--- config.mk ---
export PLATFORM = sky130hd
export DESIGN_NAME = kts_cell
export DESIGN_NICKNAME = d
export VERILOG_FILES = /design/src/design/kts_pkg.sv /design/src/design/kts_cell.sv
export SDC_FILE = /design/constraint.sdc
export NUM_CORES = 1
export LEC_CHECK = 0
export BUFFER_PORTS_ARGS = -buffer_cell sky130_fd_sc_hd__buf_2
export CORE_AREA = 2 2 126 128
export CTS_BUF_LIST = sky130_fd_sc_hd__clkbuf_16
export DETAILED_ROUTE_END_ITERATION = 10
export DIE_AREA = 0 0 128 130
export PLACE_DENSITY = 0.7
export RECOVER_POWER = 25
export SLEW_MARGIN = 20
export SYNTH_ARGS = -nofsm -noshare
export SYNTH_HDL_FRONTEND = slang
export SYNTH_SLANG_ARGS = --single-unit
--- constraint.sdc ---
create_clock -name clk -period 3.4 [get_ports clk]
set_input_delay 0.34 -clock clk [delete_from_list [all_inputs] [get_ports clk]]
set_output_delay 0.34 -clock clk [all_outputs]
set_load 0.02 [all_outputs]
--- src/design/kts_pkg.sv ---
// Shared constants, types and cell command codes for the key/tag sorter.
// No dependencies; used by kts_cell, key_tag_sorter and kts_checker.
`default_nettype none

package kts_pkg;

	localparam int MAX_ITEMS = 64;
	localparam int KEY_BITS  = 64;
	localparam int TAG_BITS  = 16;
	localparam int CNT_BITS  = $clog2(MAX_ITEMS + 1);

	typedef logic [1:0] op_t;

	localparam op_t OP_HOLD       = 2'd0;
	localparam op_t OP_LOAD       = 2'd1;
	localparam op_t OP_SHIFT_UP   = 2'd2;
	localparam op_t OP_SHIFT_DOWN = 2'd3;

	typedef struct packed {
		logic [KEY_BITS-1:0] key;
		logic [TAG_BITS-1:0] tag;
	} item_t;

	typedef struct packed {
		logic occupied;
		op_t  op;
	} cell_ctl_t;

endpackage

`default_nettype wire

--- src/design/kts_cell.sv ---
// One slot of the sorting chain: holds a key/tag pair and compares it to the
// incoming key. Depends on kts_pkg.
`default_nettype none

module kts_cell (
	input  wire                 clk,
	input  kts_pkg::cell_ctl_t  ctl,
	input  kts_pkg::item_t      ins_item,
	input  kts_pkg::item_t      left_item,
	input  kts_pkg::item_t      right_item,
	output kts_pkg::item_t      item,
	output logic                gt
);

	kts_pkg::item_t item_q;

	// Empty slots count as greater so the new item lands at the first one.
	assign gt   = !ctl.occupied || (item_q.key > ins_item.key);
	assign item = item_q;

	always_ff @(posedge clk) begin
		unique case (ctl.op)
			kts_pkg::OP_HOLD:       item_q <= item_q;
			kts_pkg::OP_LOAD:       item_q <= ins_item;
			kts_pkg::OP_SHIFT_UP:   item_q <= left_item;
			kts_pkg::OP_SHIFT_DOWN: item_q <= right_item;
			default:                item_q <= item_q;
		endcase
	end

endmodule

`default_nettype wire

==> flow_results.org, run 1 <==
** Run status
- The flow ran to the end, but the final reports show violations.
- Failing checks :: capacitance limit, slew limit

** Timing
- RSZ-0062 raised after global routing :: no
- Timing would allow up to 334 MHz.
- In this run the tightest slew margin relative to its limit is -0.0520.
- Hold is met by 326 ps.
- The worst path needs 2990 ps of the cycle, external delays included.
- Setup violations remaining at the end of the flow were counted as 0.
- The number of pins with negative max-slew slack in the final report is 35.
- Number of failing hold endpoints at the final stage :: 0
- In the finished design, the share of the clock period the worst path needs comes to 0.880.
- Measured slew at the worst slew-check pin :: ~1600 ps
- Setup TNS after final layout :: 0 ps

** Clock tree
- Buffers inserted during post-CTS setup optimization :: 0
- The H-tree generated during clock tree synthesis spans 3 levels.
- Counting every sink on the clock net gives 80.
- Number of buffers added by the clock tree synthesis step :: 9
- Gates resized, CTS repair :: 0
- Clock-pin slew was measured on the worst setup and hold paths at 70 ps.
- Number of hold buffers added after cts :: 0
- TritonCTS clock tree :: done
- CTS root buf :: sky130_fd_sc_hd__clkbuf_16
- Max Root-Sink Buffers :: 2

** Setup path
- Endpoint kind of the worst setup timing path :: output port
- Critical path required time :: 3060 ps
- Start-to-end type of the worst setup path :: flop to output port
- Maximum fanout encountered on the critical timing path :: 3
- The worst setup path is launched from a flop.
- STA puts the critical path data arrival time at 2650 ps.
- CP startpoint :: item[78]$_DFFE_PP_

** Hold path
- The startpoint identified for the worst hold timing path is ins_item[3].
- Worst hold path class :: input port to flop

** Detailed routing
- Summed over all layers, the routed wires come to roughly 17000 µm.
- Post-DR vias/cell :: 4.88
- Antenna-violating nets left :: 0
- Summing over every cut layer, the via total after detailed routing is ~5300.
- Count of TritonRoute iterations in the first routing pass :: 4
- After detailed routing, the average wire length per cell comes to 15.2 µm.
- Final routed DRC violation total :: 0
- DRC marker count from the first detailed-route iteration :: roughly 220

** Placement
- Number of port buffers :: around 320
- Once detailed placement completed, the half-perimeter wirelength came to around 14000 µm.
- The congestion estimate from routability-driven global placement came to 0.786.

** Synthesis
- Area fraction in compound gates after synthesis :: 0.122
- Count of mapped cells out of synthesis :: slightly below 600
- Of the synthesized area, sequential elements account for 0.424.
- Synthesized Nets :: 888
- Dominant combinational cell family by area after synthesis :: adder cells
- Measured against the total synthesized area, the mux share comes to 0.141.
- For this run, the number of Yosys warnings is 0.
- Post-synthesis cell area :: 5670 µm²
- In this run the mean area of a mapped cell was just under 10 µm².
- Simple-gate portion of the synthesized area :: 0.109
- Of the total synthesized cell area, the portion taken by full adders, half adders and majority gates is 0.141.
- Counting flops and latches in the post-synthesis netlist gives 80.
- The number of different library cells used by synthesis comes to 29.
- Of the total synthesized cell area, the portion taken by XOR and XNOR cells is 0.

** Pwr
- In this run the power density over the cells is slightly above 400 nW/µm².
- Part of the total power dissipated in sequential elements :: 0.398
- VDD IR-drop max :: 0.000262 V
- Combinational Power Share :: 0.281
- Total internal power :: 2230 µW
- Of the total power, the share spent switching nets is 0.308.
- For this design the static power due to leakage is about 0.0040 µW.
- Of the total power, the clock network draws 0.321.
- P_sw :: 995 µW

** Floorplan
- The die covers 16600 µm².
- Initial standard-cell utilization of the core :: 0.368
- Floorplan core area :: 15400 µm²
- The initialized floorplan defines 46 standard-cell rows.
- During I/O placement, the number of pins put on the boundary was between 300 and 400.
- Measured along the y axis, the die boundary spans 130 µm.
- The die is approximately 130 µm wide.

** Finish
- Layout cells sized above 1 :: 0.362
- Net count, final :: 1201
- The register with the most flip-flops in the layout has 80 of them.
- From synthesis to final layout, the design area changed by 37.1%.
- Antenna Cells :: 0

** GRT
- The initial antenna violation count is 0.
- First-pass GRT wire length :: 24600 µm
- Across every metal layer, demand over resource in global routing totals 0.190.
- For this run the aggregate overflow at the end of global routing stands at 0.
- The via count of the first global-routing pass was 5093.
- Entering global routing, the biggest net connects 70 pins.

** Run
- Across the run, the number of max-cap violations was 1.
## worst max-delay path, cell delays in order (launching register included)
cell and delay [ps]:
sky130_fd_sc_hd__edfxtp_1 440, sky130_fd_sc_hd__ha_1 360, sky130_fd_sc_hd__nand4_2 180, sky130_fd_sc_hd__nor4_4 380
sky130_fd_sc_hd__nand3_2 130, sky130_fd_sc_hd__nor4b_2 350, sky130_fd_sc_hd__a221oi_1 140, sky130_fd_sc_hd__a21oi_1 160
sky130_fd_sc_hd__buf_2 180
## power groups by stage
stage          Clock [µW]  Combinational (µW)  Sequential (µW)
2_1_floorplan           0                 389             1450
4_1_cts              1060                 929             1290
3_3_place_gp            0                 910             1300
5_1_grt              1100                1010             1300
3_5_place_dp            0                 925             1310
6_report             1040                 907             1280
## routing by layer
layer	part of all wire	vias up	global-route usage	routed length (µm)
met1	0.40	2376	0.216	6690
met2	0.51	213	0.351	8380
met4	0.018	0	0.0621	293
li1	-	2714	-	-
met5	0	-	0	0
met3	0.073	19	0.0447	1210
## area by class of cell
class	count	area, µm²
timing repair buffer	329	1660
sequential	80	2400
multi-input combinational	408	2910
fill	1524	7650
tap	192	240
clock inverter	7	87.6
clock buffer	9	225
inverter	65	244
## kinds of logic (layout without fill, tap and decap cells)
| logic type | Yosys count | after routing |
|---|---|---|
| buffers and inverters | 92 | 410 |
| adders and majority gates | 64 | 64 |
| DFF | 80 | 80 |
| muxes | 80 | 80 |
| AOI/OAI and AO/OA | 130 | 130 |
| and+or+nand+nor | 134 | 134 |
## worst paths after layout
check,to,slack [ps],cells past startpoint
max,gt,410,8
min,item[3]$_DFFE_PP_,330,3
## synthesized netlist by cell type
master                       n  area, µm²
sky130_fd_sc_hd__a211oi_1    2       15.0
sky130_fd_sc_hd__a21boi_0    1       7.51
sky130_fd_sc_hd__a21o_1      4       30.0
sky130_fd_sc_hd__a21oi_1   106        531
sky130_fd_sc_hd__a221oi_1    5       43.8
sky130_fd_sc_hd__and4_1      3       26.3
sky130_fd_sc_hd__buf_1       1       3.75
sky130_fd_sc_hd__buf_2       7       35.0
sky130_fd_sc_hd__clkbuf_1   19       71.3
sky130_fd_sc_hd__edfxtp_1   80       2400
sky130_fd_sc_hd__ha_1       64        801
sky130_fd_sc_hd__inv_1      65        244
sky130_fd_sc_hd__mux2i_1    80        801
sky130_fd_sc_hd__nand2_1    18       67.6
sky130_fd_sc_hd__nand2b_1    1       6.26
sky130_fd_sc_hd__nand3_1     5       25.0
sky130_fd_sc_hd__nand3_2     1       10.0
sky130_fd_sc_hd__nand4_1    10       62.6
sky130_fd_sc_hd__nand4_2     2       25.0
sky130_fd_sc_hd__nor2_1     85        319
sky130_fd_sc_hd__nor2b_1     1       6.26
sky130_fd_sc_hd__nor3_1      3       15.0
sky130_fd_sc_hd__nor4_1      1       6.26
sky130_fd_sc_hd__nor4_4      1       21.3
sky130_fd_sc_hd__nor4b_2     1       15.0
sky130_fd_sc_hd__o211ai_1    2       15.0
sky130_fd_sc_hd__o21ai_0    10       50.1
sky130_fd_sc_hd__or2_2       1       6.26
sky130_fd_sc_hd__or4_1       1       7.51
## cell usage in the layout (no fill, tap or decap), types with 10 or more instances in the layout
cell	n
sky130_fd_sc_hd__mux2i_1	80
sky130_fd_sc_hd__buf_2	300
sky130_fd_sc_hd__a21oi_1	106
sky130_fd_sc_hd__edfxtp_1	80
sky130_fd_sc_hd__nand4_1	10
sky130_fd_sc_hd__nor2_1	85
sky130_fd_sc_hd__nand2_1	18
sky130_fd_sc_hd__o21ai_0	10
sky130_fd_sc_hd__ha_1	64
sky130_fd_sc_hd__inv_1	66
sky130_fd_sc_hd__clkbuf_1	23
## stage by stage
stage	power, µW	setup slack [ps]	area, µm²	utilization	cells
after CTS	3270	322	7800	0.506	1090
after global routing	3400	204	7770	0.504	1090
final	3230	409	7770	0.504	1090
after floorplan	1840	863	5670	-	580
after global placement	2210	725	7490	0.486	1074
after detailed placement	2230	635	7490	0.486	1074
Note: power is estimated with default switching activity, not from simulation.
==> inputs of run 2 (changes only) <==
==> constraint.sdc (replaced) <==
create_clock -name clk -period 3.4 [get_ports clk]
set_input_delay 0.17 -clock clk [delete_from_list [all_inputs] [get_ports clk]]
set_output_delay 0.17 -clock clk [all_outputs]
set_load 0.02 [all_outputs]
==> run 2 against run 1 <==
The flow still finishes with violations (capacitance limit, slew limit). Sequential share of layout area hardly changed. Combinational power is 0.6% lower. Design area hardly changed. First-iteration DRC count is 36% lower. Highest routed layer unchanged. Clock power is 7% higher. Critical endpoint is now item[79]$_DFFE_PP_.
==> flow_results.org, run 2 (synthesized netlist as in run 1, its figures left out) <==
** Run status
- The run finished, with violations left.
- Failing checks :: capacitance limit, slew limit

** Finish
- With fillers left out, the area of the finished cells amounts to 7770 µm².
- Most frequent cells in the layout :: sky130_fd_sc_hd__buf_2 (299), sky130_fd_sc_hd__a21oi_1 (106), sky130_fd_sc_hd__nor2_1 (85)
- Flip-flop count of the largest register after layout :: 80
- Post-layout instance count excluding filler cells :: 1090
- Antenna Cells :: 0
- P&R area growth vs syn :: 37.1%
- In the final layout, the share of cells above drive strength 1 is 0.360.
- Leaving out fill and tap cells, the most frequent cell in the layout is sky130_fd_sc_hd__buf_2.
- At the end of the flow the core is filled with cells to 0.504.
- In the final design database the tool counted approximately 1200 nets.

** Setup path
- Data on the critical path arrives at its endpoint at 2980 ps.
- Crit. path cell count :: 3
- Tracing the worst setup path back leads to its startpoint at ctl[0].
- Maximum fanout encountered on the critical timing path :: 47
- Traced cell by cell, the critical path runs through clkbuf_1 -> or2_0 -> buf_12.
- Data on the critical path is required at its endpoint by 3410 ps.
- STA classifies the critical path startpoint as an input port.
- Endpoint kind of the worst setup timing path :: flop
- Standard cell with the maximum stage delay on the critical path :: sky130_fd_sc_hd__or2_0
- Top cell family by delay on the critical path :: simple AND/OR/NAND/NOR gates
- Together, buffers and inverters on the worst path number 2.
- Start-to-end type of the worst setup path :: input port to flop
- For this run, the slowest stage of the critical path takes between 1500 and 2000 ps.
- Worst setup path endpoint :: item[79]$_DFFE_PP_

** GRT
- The first global-routing pass estimated 24400 µm of wire.
- Initial antenna violation count :: 0
- Vias in the first global route :: 5030
- Entering global routing, the biggest net connects 81 pins.
- Overflow left after global routing :: 0
- In the global route stage, overall resource usage came out at 0.189.

** Placement
- In this run the cell area measured after placement is 7480 µm².
- The count of buffers added on input and output ports is 324.
- Dpl cells :: 1074
- Post-detail-place hpwl :: 13300 µm
- At the end of routability-driven placement, the weighted congestion stood at 0.780.

** Floorplan
- The floorplan step defined a die boundary enclosing 16600 µm².
- The die is approximately 130 µm tall.
- The initial utilization of the core area, before any placement, comes to 0.368.
- Boundary Pins :: about 330
- In this run the horizontal extent of the chip is 128 µm.
- Placement row count :: 46
- The core region is 15400 µm².

** Run
- Across the run, the number of max-cap violations was 2.

** Timing
- Setup TNS after final layout :: 0 ps
- Achievable clock frequency :: 336 MHz
- Total setup violations reported at the end of the flow :: 0
- Measured slew at the worst slew-check pin :: 2670 ps
- Crit share post-route :: 0.874
- Subtracting the final worst setup slack from the clock period gives slightly below 3000 ps.
- The total count of hold-check failures in the final report came to 0.
- Count of pins over their slew limit :: 114
- Headroom to the max-slew limit came out at -0.777.
- Setup repair after global routing left no endpoint under its margin.

** Clock tree
- The longest clock path from root to sink contains 2 buffers.
- Clock-pin slew was measured on the worst setup and hold paths at 70 ps.
- The tree built by TritonCTS fans out to 80 sinks.
- After clock tree synthesis, the flow added hold-fix buffers numbering 0.
- Gates resized, CTS repair :: 0
- TritonCTS built the clock tree.
- Post-CTS timing repair inserted 0 buffers for setup.
- Number of buffers added by the clock tree synthesis step :: 9
- The clock tree synthesis step divided the H-tree into 3 levels.
- The tree is rooted in a sky130_fd_sc_hd__clkbuf_16.

** Detailed routing
- After detailed routing, the total wire length is 16300 µm.
- In this run, the number of DRC markers left after iteration 0 of detailed routing was 139.
- Count of TritonRoute iterations in the first routing pass :: 6
- The detailed router placed between 5000 and 6000 vias in this run.
- Using the TritonRoute via totals, the vias-per-cell ratio works out to between 4 and 5.
- The count of nets left with antenna violations once routing finished came out at 0.
- Final routed DRC violation total :: 0
- Dividing the detail-routed wire length by the instance count gives 15.0 µm.

** Pwr
- For this design the static power due to leakage is 0.00397 µW.
- Power per cell area :: around 420 nW/µm²
- VDD IR-drop max :: 0.000226 V

** Hold path
- Worst hold path class :: input port to flop
run 2: worst min path at each step:
stage / start / to / slack (ps) / cells past startpoint
after floorplan: ins_item[0] / item[0]$_DFFE_PP_ / 400 / 2
after global routing: ins_item[3] / item[3]$_DFFE_PP_ / 160 / 3
after detailed placement: ins_item[6] / item[6]$_DFFE_PP_ / 490 / 3
after CTS: ins_item[3] / item[3]$_DFFE_PP_ / 130 / 3
final: ins_item[3] / item[3]$_DFFE_PP_ / 150 / 3
after global placement: ins_item[10] / item[10]$_DFFE_PP_ / 490 / 3
run 2: through the flow:
stage,power (µW),hold slack [ps],worst slack [ps]
2_1_floorplan,1840,396,1030
3_3_place_gp,2210,489,944
3_5_place_dp,2220,495,819
4_1_cts,3350,135,433
5_1_grt,3490,161,240
6_report,3300,149,427
run 2: layout make-up:
type                            instances  area [µm²]
Fill cell                            1498        7650
Clock buffer                            9         225
Tap cell                              192         240
Multi-Input combinational cell        408        2910
Timing Repair Buffer                  329        1640
Clock inverter                          7         110
Sequential cell                        80        2400
Inverter                               65         244
run 2: metal layers:
layer,up-vias,wire length [µm],global-route usage
li1,2714,-,-
met4,0,340,0.0705
met1,2329,6540,0.215
met2,211,8260,0.344
met5,-,0,0
met3,28,1200,0.0472
run 2: where the power goes:
group | total [µW] | switching [µW] | internal, µW
sequential | 1280 | 55.1 | 1230
combinational | 902 | 533 | 369
clock | 1110 | 403 | 712
run 2: tightest hold or removal path, stage by stage:
cell and delay (ps):
sky130_fd_sc_hd__buf_2 70, sky130_fd_sc_hd__nor2_1 30, sky130_fd_sc_hd__a21oi_1 90
==> inputs of run 3 (changes only) <==
BUFFER_PORTS_ARGS = not set   (was -buffer_cell sky130_fd_sc_hd__buf_2)
CORE_AREA = 2 2 127 129   (was 2 2 126 128)
DIE_AREA = 0 0 129 131   (was 0 0 128 130)
DONT_BUFFER_PORTS = 1   (was not set)
PLACE_DENSITY = not set   (was 0.7)
==> run 3 against run 2 <==
The flow now finishes without violations. Worst hold slack got worse by 100 ps. Critical path depth rose by 5. Sequential cell count did not move. Design area fell by 21%. Clock-buffer cell count did not move. Die area rose by 1.6%. Highest routed layer unchanged.
==> flow_results.org, run 3 (synthesized netlist as in run 1, its figures left out) <==
** Placement
- Dpl cells :: 771
- Timing analysis after detailed placement gives a worst setup slack of between 600 and 700 ps.
- Weighted congestion at the end of routability-driven global placement :: 0.782
- The HPWL after detailed placement is ~12000 µm.
- Number of port buffers :: 0

** Timing
- The worst pin sits at a relative slew slack of 0.634.
- RSZ-0062 raised after global routing :: no
- Setup ws final :: 380 ps
- Measured slew at the worst slew-check pin :: about 540 ps
- For this run, the top clock speed supported by timing is 331 MHz.
- The total count of hold-check failures in the final report came to 0.
- Final critical path time including I/O delays and setup :: just over 3000 ps
- Count of pins over their slew limit :: 0
- Setup violations remaining at the end of the flow were counted as 0.
- Setup TNS after final layout :: 0 ps
- Dividing the final minimum period by the clock period gives 0.888.

** Hold path
- Min-Delay Startpoint :: ctl[1]
- Worst hold path class :: input port to flop
- Counting instances, the worst hold path has a depth of 1.
- The path with the worst hold slack has its endpoint at item[43]$_DFFE_PP_.

** Clock tree
- Number of buffers added by the clock tree synthesis step :: 9
- Counting along the longest clock path gives a buffer depth of 2.
- After clock tree synthesis, the flow added hold-fix buffers numbering 0.
- Max H-tree Level :: 3
- For this design, the sink count on the clock tree is 80.
- Gates resized, CTS repair :: 0
- CTS root buf :: sky130_fd_sc_hd__clkbuf_16
- Clock-pin slew on the worst setup and hold paths :: approximately 70 ps
- TritonCTS built the clock tree.
- Buffers added to address setup during post-CTS repair amount to 0.

** Detailed routing
- After the first detailed-routing iteration, the DRC count stood at 166.
- The detail route stage leaves a number of antenna-violating nets equal to 0.
- Across all layers, the routed design uses 4216 vias.
- After detailed routing, the number of remaining DRC violations is 0.
- In the routed layout, each cell is associated on average with a via count of 5.36.
- Count of TritonRoute iterations in the first routing pass :: 5
- Average wire per cell in the routed design :: 19.4 µm
- Routed wire length :: around 15000 µm

** Finish
- Flip-flop count of the largest register after layout :: 80
- Net count, final :: between 800 and 900
- The library cell used most frequently in the layout, excluding fill and tap cells, is sky130_fd_sc_hd__a21oi_1.
- Layout cells sized above 1 :: 0.0403
- Most frequent cells in the layout :: sky130_fd_sc_hd__a21oi_1 (106), sky130_fd_sc_hd__nor2_1 (85), sky130_fd_sc_hd__mux2i_1 (80), sky130_fd_sc_hd__edfxtp_1 (80), sky130_fd_sc_hd__inv_1 (65)
- P&R area growth vs syn :: 8.74%
- After filler insertion, the fill cell instance count of the layout stands at 1527.
- 0 antenna diodes ended up in the layout.
- Post-layout instance count excluding filler cells :: 787

** Setup path
- Endpoint kind of the worst setup timing path :: output port
- Start-to-end type of the worst setup path :: flop to output port
- STA puts the critical path data arrival time at 2850 ps.
- Traced cell by cell, the critical path runs through ha_1 -> nand4_1 -> nor3_1 -> nand3_2 -> nor4b_2 -> a221oi_1 -> a21oi_1 -> buf_4.
- The slowest stage of the critical path belongs to the cell sky130_fd_sc_hd__edfxtp_1.
- In this design, the stage delay of the slowest critical-path cell is 510 ps.
- Startpoint kind of the worst setup timing path :: flop
- Maximum fanout encountered on the critical timing path :: 3
- Critical path required time :: 3230 ps

** Floorplan
- The initial utilization of the core area, before any placement, comes to 0.363.
- Overall die area :: roughly 17000 µm²
- In this run the core area contains 46 standard-cell rows.
- Floorplan core area :: around 16000 µm²
- Boundary Pins :: 325
- Die Span X :: approximately 130 µm
- DIE HEIGHT :: 131 µm

** GRT
- The initial antenna violation count came to 0.
- Summed over all layers, the global routing overflow is 0.
- The first global-routing pass estimated 21800 µm of wire.
- The via count of the first global-routing pass came to 4210.
- In the global route stage, overall resource usage came out at 0.173.
- Pin count of the biggest net entering global routing :: between 150 and 200

** Pwr
- Across the VDD grid, the largest voltage drop is 0.000225 V.
- Power per cell area :: 469 nW/µm²
- Leakage component of the power :: 0.00274 µW

** Run status
- Status :: complete, no violations

** Run
- The tool flagged a number of max-cap violations equal to 0.
run 3: cell types whose count changed in the layout (fill, tap and decap cells not counted), sizes merged:
cell	previous run	this run
buf	303	2
clkbuf	35	9
bufinv	3	1
clkinv	3	5
run 3: routing by layer:
layer | global-route usage | part of all wire | up-vias
li1 | - | - | 2063
met1 | 0.173 | 0.37 | 1920
met2 | 0.340 | 0.54 | 222
met3 | 0.0476 | 0.082 | 11
met4 | 0.0614 | 0.013 | 0
met5 | 0 | 0 | -
run 3: worst max path at each step:
stage	startpoint	endpoint	slack, ps	cells after the start
2_1_floorplan	ctl[0]	item[0]$_DFFE_PP_	1030	3
4_1_cts	item[65]$_DFFE_PP_	gt	290	8
3_5_place_dp	item[65]$_DFFE_PP_	gt	680	8
3_3_place_gp	item[67]$_DFFE_PP_	gt	800	8
5_1_grt	item[63]$_DFFE_PP_	gt	120	8
6_report	item[65]$_DFFE_PP_	gt	380	8
run 3: area by class of cell:
class	count	area [µm²]	share of cell area
multi-input cells	408	2920	0.473
flip-flops and latches	80	2400	0.390
well taps	216	270	0.0438
inverters	65	244	0.0396
clock buffers	9	225	0.0365
clock inverters	7	72.6	0.0118
repair buffers	2	35.0	0.00568
run 3: where the power goes:
group          switching, µW  internal [µW]
clock network            409            569
registers                231           1230
logic                    238            210
total                    878           2010
run 3: critical path, delay by kind of cell (launching register included):
kind / cells / cell delay [ps]
flip-flops: 1 / 510
AO/OA/AOI/OAI: 2 / 300
adder cells (fa/ha/maj): 1 / 350
AND/OR/NAND/NOR: 4 / 1170
buffers and inverters: 1 / 170
run 3: stage by stage:
step | cell area, µm² | hold slack, ps | util | power, µW
after CTS | 6160 | 27.4 | 0.395 | 2940
final | 6160 | 45.8 | 0.395 | 2890
after floorplan | 5670 | 396 | - | 1840
after global placement | 5840 | 397 | 0.374 | 1920
after detailed placement | 5870 | 397 | 0.376 | 1950
after global routing | 6160 | 32.0 | 0.395 | 3050
